===== src/design/rth_pkg.sv =====
// Package for the RGB to HSV converter.
// Holds the hue format constants and the max-channel select type; no dependencies.
`default_nettype none
package rth_pkg;

	localparam int HUE_W         = 11;
	localparam int SEXTANT_SHIFT = 8;

	typedef enum logic [1:0] {
		SEL_RED,
		SEL_GREEN,
		SEL_BLUE
	} max_sel_t;

endpackage
`default_nettype wire


===== src/design/rth_pix_if.sv =====
// Input pixel channel of the RGB to HSV converter: valid, ready and the RGB payload.
// No dependencies.
`default_nettype none
interface rth_pix_if #(
	parameter int CHANNEL_BITS = 8
);
	logic                    valid;
	logic                    ready;
	logic [CHANNEL_BITS-1:0] red;
	logic [CHANNEL_BITS-1:0] green;
	logic [CHANNEL_BITS-1:0] blue;

	modport source (output valid, red, green, blue, input ready);
	modport sink (input valid, red, green, blue, output ready);
endinterface
`default_nettype wire


===== src/design/rth_hsv_if.sv =====
// Output channel of the RGB to HSV converter: valid, ready and the HSV payload.
// Depends on rth_pkg for the hue width.
`default_nettype none
interface rth_hsv_if
	import rth_pkg::*;
#(
	parameter int CHANNEL_BITS = 8
);
	logic                    valid;
	logic                    ready;
	logic [HUE_W-1:0]        hue;
	logic [CHANNEL_BITS-1:0] saturation;
	logic [CHANNEL_BITS-1:0] brightness;

	modport source (output valid, hue, saturation, brightness, input ready);
	modport sink (input valid, hue, saturation, brightness, output ready);
endinterface
`default_nettype wire


===== src/design/rth_front.sv =====
// Front stages of the converter: max, min and delta, then the hue and saturation dividends.
// Depends on rth_pkg.
`default_nettype none
module rth_front
	import rth_pkg::*;
#(
	parameter int CHANNEL_BITS = 8,
	parameter int NSTEP        = 11
) (
	input  wire logic                          clk,
	input  wire logic                          arst_n,
	input  wire logic                          en,
	input  wire logic                          vld_i,
	input  wire logic [CHANNEL_BITS-1:0]       red,
	input  wire logic [CHANNEL_BITS-1:0]       green,
	input  wire logic [CHANNEL_BITS-1:0]       blue,
	output logic                               vld_o,
	output logic [CHANNEL_BITS+NSTEP-1:0]      hue_dvd,
	output logic [CHANNEL_BITS+NSTEP-1:0]      sat_dvd,
	output logic [CHANNEL_BITS-1:0]            delta,
	output logic [CHANNEL_BITS-1:0]            brightness,
	output logic                               hue_zero,
	output logic                               sat_zero
);
	localparam int CB = CHANNEL_BITS;
	localparam int TW = CB + 3;
	localparam int DW = CB + NSTEP;

	logic [CB-1:0] mx;
	logic [CB-1:0] mn;
	max_sel_t      sel;

	logic          vld_s1;
	logic [CB-1:0] r_s1;
	logic [CB-1:0] g_s1;
	logic [CB-1:0] b_s1;
	logic [CB-1:0] mx_s1;
	logic [CB-1:0] delta_s1;
	max_sel_t      sel_s1;

	logic [TW-1:0]   d_ext;
	logic [TW-1:0]   top;
	logic [2*CB-1:0] sat_prod;

	logic          vld_s2;
	logic [DW-1:0] hue_dvd_s2;
	logic [DW-1:0] sat_dvd_s2;
	logic [CB-1:0] delta_s2;
	logic [CB-1:0] mx_s2;

	always_comb begin
		mx = red;
		mn = red;
		if (green > mx) mx = green;
		if (blue > mx) mx = blue;
		if (green < mn) mn = green;
		if (blue < mn) mn = blue;
		if (red >= green && red >= blue) begin
			sel = SEL_RED;
		end else if (green >= blue) begin
			sel = SEL_GREEN;
		end else begin
			sel = SEL_BLUE;
		end
	end

	always_ff @(posedge clk or negedge arst_n) begin
		if (!arst_n) begin
			vld_s1 <= 1'b0;
		end else if (en) begin
			vld_s1 <= vld_i;
		end
	end

	always_ff @(posedge clk) begin
		if (en) begin
			r_s1     <= red;
			g_s1     <= green;
			b_s1     <= blue;
			mx_s1    <= mx;
			delta_s1 <= mx - mn;
			sel_s1   <= sel;
		end
	end

	always_comb begin
		d_ext = TW'(delta_s1);
		case (sel_s1)
			SEL_RED: begin
				if (g_s1 >= b_s1) begin
					top = TW'(g_s1) - TW'(b_s1);
				end else begin
					top = (d_ext << 2) + (d_ext << 1) - (TW'(b_s1) - TW'(g_s1));
				end
			end
			SEL_GREEN: top = (d_ext << 1) + TW'(b_s1) - TW'(r_s1);
			SEL_BLUE:  top = (d_ext << 2) + TW'(r_s1) - TW'(g_s1);
			default:   top = '0;
		endcase
		sat_prod = {delta_s1, {CB{1'b0}}} - {{CB{1'b0}}, delta_s1};
	end

	always_ff @(posedge clk or negedge arst_n) begin
		if (!arst_n) begin
			vld_s2 <= 1'b0;
		end else if (en) begin
			vld_s2 <= vld_s1;
		end
	end

	always_ff @(posedge clk) begin
		if (en) begin
			hue_dvd_s2 <= DW'({top, {SEXTANT_SHIFT{1'b0}}});
			sat_dvd_s2 <= DW'(sat_prod);
			delta_s2   <= delta_s1;
			mx_s2      <= mx_s1;
		end
	end

	assign vld_o      = vld_s2;
	assign hue_dvd    = hue_dvd_s2;
	assign sat_dvd    = sat_dvd_s2;
	assign delta      = delta_s2;
	assign brightness = mx_s2;
	assign hue_zero   = (delta_s2 == '0);
	assign sat_zero   = (mx_s2 == '0);
endmodule
`default_nettype wire


===== src/design/rth_div.sv =====
// Pipelined restoring divider, one quotient bit per register stage, with a sideband.
// The quotient must fit in Q_W bits. No dependencies.
`default_nettype none
module rth_div #(
	parameter int DVS_W  = 8,
	parameter int Q_W    = 11,
	parameter int SIDE_W = 1
) (
	input  wire logic                   clk,
	input  wire logic                   arst_n,
	input  wire logic                   en,
	input  wire logic                   vld_i,
	input  wire logic [DVS_W+Q_W-1:0]   dividend,
	input  wire logic [DVS_W-1:0]       divisor,
	input  wire logic [SIDE_W-1:0]      side_i,
	output logic                        vld_o,
	output logic [Q_W-1:0]              quotient,
	output logic [SIDE_W-1:0]           side_o
);
	logic [DVS_W-1:0]  rem_s  [0:Q_W];
	logic [Q_W-1:0]    lo_s   [0:Q_W];
	logic [Q_W-1:0]    q_s    [0:Q_W];
	logic [DVS_W-1:0]  dvs_s  [0:Q_W];
	logic [SIDE_W-1:0] side_s [0:Q_W];
	logic              vld_s  [0:Q_W];

	assign rem_s[0]  = dividend[DVS_W+Q_W-1:Q_W];
	assign lo_s[0]   = dividend[Q_W-1:0];
	assign q_s[0]    = '0;
	assign dvs_s[0]  = divisor;
	assign side_s[0] = side_i;
	assign vld_s[0]  = vld_i;

	for (genvar k = 0; k < Q_W; k++) begin : g_step
		logic [DVS_W:0] trial;
		logic [DVS_W:0] diff;
		logic           ge;

		always_comb begin
			trial = {rem_s[k], lo_s[k][Q_W-1]};
			diff  = trial - {1'b0, dvs_s[k]};
			ge    = (trial >= {1'b0, dvs_s[k]});
		end

		always_ff @(posedge clk or negedge arst_n) begin
			if (!arst_n) begin
				vld_s[k+1] <= 1'b0;
			end else if (en) begin
				vld_s[k+1] <= vld_s[k];
			end
		end

		always_ff @(posedge clk) begin
			if (en) begin
				rem_s[k+1]  <= ge ? diff[DVS_W-1:0] : trial[DVS_W-1:0];
				lo_s[k+1]   <= lo_s[k] << 1;
				q_s[k+1]    <= {q_s[k][Q_W-2:0], ge};
				dvs_s[k+1]  <= dvs_s[k];
				side_s[k+1] <= side_s[k];
			end
		end
	end

	assign vld_o    = vld_s[Q_W];
	assign quotient = q_s[Q_W];
	assign side_o   = side_s[Q_W];
endmodule
`default_nettype wire


===== src/design/rgb_to_hsv.sv =====
// RGB to HSV converter, top level. Depends on rth_pkg, rth_pix_if, rth_hsv_if,
// rth_front and rth_div.
// The pipeline has two front stages, then one register stage per quotient bit in the
// two dividers, which run side by side.
// Throughput is one pixel per cycle; a stall at the output holds the whole pipeline.
// Reset clears the valid bits of every stage; the data registers are not reset.
`default_nettype none
module rgb_to_hsv
	import rth_pkg::*;
#(
	parameter int CHANNEL_BITS = 8
) (
	input wire logic clk,
	input wire logic arst_n,
	rth_pix_if.sink  pix,
	rth_hsv_if.source hsv
);
	localparam int CB    = CHANNEL_BITS;
	localparam int NSTEP = (CB > HUE_W) ? CB : HUE_W;
	localparam int DW    = CB + NSTEP;

	logic          en;
	logic          f_vld;
	logic [DW-1:0] hue_dvd;
	logic [DW-1:0] sat_dvd;
	logic [CB-1:0] delta;
	logic [CB-1:0] mx;
	logic          hue_zero;
	logic          sat_zero;

	logic             hue_vld;
	logic [NSTEP-1:0] hue_q;
	logic             hue_zero_o;
	logic             sat_vld;
	logic [NSTEP-1:0] sat_q;
	logic [CB:0]      sat_side;

	assign en        = !hsv.valid || hsv.ready;
	assign pix.ready = en;

	rth_front #(
		.CHANNEL_BITS(CB),
		.NSTEP       (NSTEP)
	) u_front (
		.clk       (clk),
		.arst_n    (arst_n),
		.en        (en),
		.vld_i     (pix.valid),
		.red       (pix.red),
		.green     (pix.green),
		.blue      (pix.blue),
		.vld_o     (f_vld),
		.hue_dvd   (hue_dvd),
		.sat_dvd   (sat_dvd),
		.delta     (delta),
		.brightness(mx),
		.hue_zero  (hue_zero),
		.sat_zero  (sat_zero)
	);

	rth_div #(
		.DVS_W (CB),
		.Q_W   (NSTEP),
		.SIDE_W(1)
	) u_hue_div (
		.clk     (clk),
		.arst_n  (arst_n),
		.en      (en),
		.vld_i   (f_vld),
		.dividend(hue_dvd),
		.divisor (delta),
		.side_i  (hue_zero),
		.vld_o   (hue_vld),
		.quotient(hue_q),
		.side_o  (hue_zero_o)
	);

	rth_div #(
		.DVS_W (CB),
		.Q_W   (NSTEP),
		.SIDE_W(CB + 1)
	) u_sat_div (
		.clk     (clk),
		.arst_n  (arst_n),
		.en      (en),
		.vld_i   (f_vld),
		.dividend(sat_dvd),
		.divisor (mx),
		.side_i  ({sat_zero, mx}),
		.vld_o   (sat_vld),
		.quotient(sat_q),
		.side_o  (sat_side)
	);

	assign hsv.valid      = hue_vld && sat_vld;
	assign hsv.hue        = hue_zero_o ? '0 : hue_q[HUE_W-1:0];
	assign hsv.saturation = sat_side[CB] ? '0 : sat_q[CB-1:0];
	assign hsv.brightness = sat_side[CB-1:0];
endmodule
`default_nettype wire


===== src/flat_wrapper.sv =====
// flat-port wrapper written by rule: the top's interface ports become plain ports
module rgb_to_hsv_flat import rth_pkg::*;
#(
	parameter int CHANNEL_BITS = 8
)
  (clk, arst_n, pix_valid, pix_red, pix_green, pix_blue, pix_ready, hsv_valid, hsv_hue, hsv_saturation, hsv_brightness, hsv_ready);
  rth_pix_if #(.CHANNEL_BITS(CHANNEL_BITS)) pix_i ();
  rth_hsv_if #(.CHANNEL_BITS(CHANNEL_BITS)) hsv_i ();
  input wire logic clk;
  input wire logic arst_n;
  input wire logic [$bits(pix_i.valid)-1:0] pix_valid;
  input wire logic [$bits(pix_i.red)-1:0] pix_red;
  input wire logic [$bits(pix_i.green)-1:0] pix_green;
  input wire logic [$bits(pix_i.blue)-1:0] pix_blue;
  output wire logic [$bits(pix_i.ready)-1:0] pix_ready;
  output wire logic [$bits(hsv_i.valid)-1:0] hsv_valid;
  output wire logic [$bits(hsv_i.hue)-1:0] hsv_hue;
  output wire logic [$bits(hsv_i.saturation)-1:0] hsv_saturation;
  output wire logic [$bits(hsv_i.brightness)-1:0] hsv_brightness;
  input wire logic [$bits(hsv_i.ready)-1:0] hsv_ready;
  assign pix_i.valid = pix_valid;
  assign pix_i.red = pix_red;
  assign pix_i.green = pix_green;
  assign pix_i.blue = pix_blue;
  assign pix_ready = pix_i.ready;
  assign hsv_valid = hsv_i.valid;
  assign hsv_hue = hsv_i.hue;
  assign hsv_saturation = hsv_i.saturation;
  assign hsv_brightness = hsv_i.brightness;
  assign hsv_i.ready = hsv_ready;
  rgb_to_hsv #(.CHANNEL_BITS(CHANNEL_BITS)) u_core (.clk(clk), .arst_n(arst_n), .pix(pix_i), .hsv(hsv_i));
endmodule

===== config.mk =====
export PLATFORM = sky130hd
export DESIGN_NAME = rgb_to_hsv_flat
export DESIGN_NICKNAME = d
export VERILOG_FILES = /design/src/design/rth_pkg.sv /design/src/design/rth_pix_if.sv /design/src/design/rth_hsv_if.sv /design/src/design/rth_front.sv /design/src/design/rth_div.sv /design/src/design/rgb_to_hsv.sv /design/src/flat_wrapper.sv
export SDC_FILE = /design/constraint.sdc
export NUM_CORES = 1
export LEC_CHECK = 0
export ABC_AREA = 1
export BUFFER_PORTS_ARGS = -buffer_cell sky130_fd_sc_hd__buf_4
export CORE_ASPECT_RATIO = 1.75
export CORE_MARGIN = 3
export CORE_UTILIZATION = 40
export DETAILED_ROUTE_END_ITERATION = 16
export GPL_ROUTABILITY_DRIVEN = 0
export GPL_TIMING_DRIVEN = 0
export HOLD_SLACK_MARGIN = 0.1
export PLACE_DENSITY_LB_ADDON = 0.25
export SETUP_SLACK_MARGIN = 0.05
export SKIP_CTS_REPAIR_TIMING = 1
export SLEW_MARGIN = 20
export SYNTH_ARGS = -nofsm -noshare
export SYNTH_HDL_FRONTEND = slang
export SYNTH_SLANG_ARGS = --single-unit

===== constraint.sdc =====
create_clock -name clk -period 50.3 [get_ports clk]
set_input_delay 2.515 -clock clk [delete_from_list [all_inputs] [get_ports clk]]
set_output_delay 2.515 -clock clk [all_outputs]
set_load 0.01 [all_outputs]

==> impl_metrics.yaml <==
status:
  status: "finished, final reports clean"
hold_path:
  holdPathStages: 0
  hold_class: "flop to flop"
  min_from: "u_core.u_sat_div.lo_s[86]"
  worstHoldEndpoint: "u_core.u_sat_div.g_step[5].trial[0]"
yosys:
  synthAdderAreaFrac_pct: 13.7
  synth_xor_area_share_pct: 3.64
  ys.flop_type: "edfxtp_1"
  ys_seq_area_share_pct: 56.7
  syn-num-nets: 3088
  synth_compound_gate_area_share_pct: 9.05
  yosysUniqueCellTypes: 53
  yosys.area_share.simple_pct: 9.70
  syn_inst: 2744
  ys_ff_latch: 597
  muxShareOfSynthArea_pct: 0.179
  synth-edff-count: 584
  syn-cell-area_mm2: 0.0315
  syn_area_per_cell_um2: 11.5
  yosys_warnings: 0
  ys_async_sr_fraction_pct: 2.18
  synth_top_family_by_area: "adder cells"
setup_path:
  startpoint: "pix_red[3]"
  crit_arrival_ns: 7.28
  start_kind: "primary input"
  r2r_slack_ns: 46.03
  cp_slowest_stage_delay_ns: 0.48
  critPathSlowestCell: "o21ai_0"
  worstPathRequired_ns: 50.67
  reg2reg_depth: 19
  path_class: "primary input to flop"
  rr_startpoint: "u_core.u_front.g_s1[2]"
  crit_top_cell: "nand2_1"
  end_kind: "flop"
  crit_fanout: 10
  r2r_end: "u_core.u_front.hue_dvd[16]"
floorplanning:
  dieArea_mm2: 0.0823
  placementRows: 135
  core_mm2: 0.0777
  io_pins: 57
  start_util_pct: 40.5
  die_h_um: 377
  fp.dieW_um: 218
finish:
  final_cell_count_no_fill: 3942
  regArea_mm2: 0.0179
  final_common_cell: "edfxtp_1"
  area_growth_pct: 12.1
  layout_common_cells: "584 x edfxtp_1, 473 x inv_1, 331 x nand2_1, 269 x ha_1, 209 x nor2_1"
  antenna_cells: 0
  multiInputGateArea_mm2: 0.0114
  layout.filler_cells: 7012
  nets: 3213
  drive_above_1_share_pct: 11.7
cts:
  h-tree-depth: 2
  cts_tree: "built"
  cts_buffers: 55
  cts_sinks: 597
  clockRootBuffer: "clkbuf_16"
  cts_buffer_depth: 3
  insertion_delay_ns: 0.63
  path_clk_slew_ns: 0.06
timing:
  drv_slew: 0
  min_period_over_period_pct: 13.7
  relSlewSlack_pct: 57.6
  setup-violations-final: 0
  tns_ns: 0
  period_needed_ns: 6.91
  setup_slack_ns: 43.39
  hold_viol_final: 0
  fin_skew_ns: 0.0280
  fmax_ghz: 0.145
  worst_pin_slew_ns: 0.629
  rsz0062_at_grt: "no"
  whs_ns: 0.398
placement:
  io_buffers: 56
  place_inst: 3839
  dp_slack_ns: 42.86
  dpl.hpwl_mm: 46.4
grt:
  grt_use_total_pct: 14.5
  antenna_found_initial: 0
  grt.overflow.total: 0
  grt_first_pass_wirelength_mm: 96.3
  grt_pass1_vias: 20700
  grt_start_max_net_pins: 55
route:
  drt_iter0_markers: 793
  via_count: 19500
  drc_errors: 0
  drt_pass1_iterations: 5
  ant_nets: 0
  routed_wl_mm: 59.4
  via_per_inst: 4.94
  post_drt_wl_per_cell_um: 15.1
run:
  maxCapViolations: 0
[synth_stat cells, types with 6 or more instances]
cell type    n  area [um2]
inv_1      473        1780
buf_6       15         169
fa_1        47         941
dfrtp_1     13         325
clkbuf_1     7        26.3
a21o_1      20         150
a211oi_1    14         105
buf_4        9        67.6
o21ai_0    107         536
nand2_2     27         169
a21oi_1    159         796
nand3_1     46         230
nand4_1     25         156
nor3_1      24         120
nand3_2      6        60.1
o211ai_1     9        67.6
nand2_1    331        1240
edfxtp_1   584       17500
xor2_1      76         666
xnor2_1     55         482
o21ai_2     46         403
a21oi_2     37         324
or4_1        6        45.0
nor2_1     209         785
ha_1       269        3370
nand2_4      7        78.8
o21ai_1     50         250
[how the worst max path moves through the flow]
stage / cells after the start / slack, ns / endpoint
after floorplan: 3 / 29.18 / pix_ready
after global placement: 5 / 21.12 / pix_ready
after detailed placement: 32 / 42.86 / u_core.u_front.delta_s1[7]
after CTS: 32 / 43.52 / u_core.u_front.delta_s1[7]
after global routing: 32 / 42.99 / u_core.u_front.delta_s1[7]
final: 32 / 43.39 / u_core.u_front.delta_s1[7]
[flip-flops by register name (all words and copies together) (netlist names), 15 cells and up]
register                       count
u_core.u_sat_div.g_step.trial     89
u_core.u_sat_div.lo_s             36
u_core.u_hue_div.g_step.trial     82
u_core.u_front.sat_dvd            15
u_core.u_sat_div.side_s           20
u_core.u_hue_div.q_s              55
u_core.u_sat_div.q_s              28
u_core.u_hue_div.dvs_s            80
u_core.u_sat_div.dvs_s            70
[final cells by class]
cell class	instances	area share, %
Clock inverter	39	1.17
Buffer	40	1.08
Clock buffer	64	3.99
Tap cell	1027	3.64
Timing Repair Buffer	68	2.02
Multi-Input combinational cell	1622	32.3
Inverter	485	5.19
Sequential cell	597	50.6
[critical path: cells and delay by family]
kind,cells,cell delay [ns]
compound gates,6,1.54
buf+inv,9,0.97
simple gates,14,1.20
fa+ha+maj,3,1.05
[per-stage QoR]
stage	area (um2)	utilization, %
2_1_floorplan	31500	-
3_3_place_gp	33200	42.7
3_5_place_dp	33500	43.1
4_1_cts	35300	45.4
5_1_grt	35300	45.4
6_report	35300	45.4
[logic make-up after synthesis]
group / Yosys count
DFF: 597
adders and majority gates: 316
buffers and inverters: 525
muxes: 5
xor gates and xnor gates: 131
and+or+nand+nor: 701
AOI/OAI and AO/OA: 469
[routing by layer]
metal  up-vias  global-route usage (%)  wire, um
li1       9599                       -         -
met5         -                       0         0
met4         0                    9.49      4250
met2       387                    31.5     35800
met3       211                    2.18      1770
met1      9291                    11.1     17600
Power is left out: the tool's default activity adds up to more than one toggle a clock period on the data nets, which glitch-free logic cannot reach.
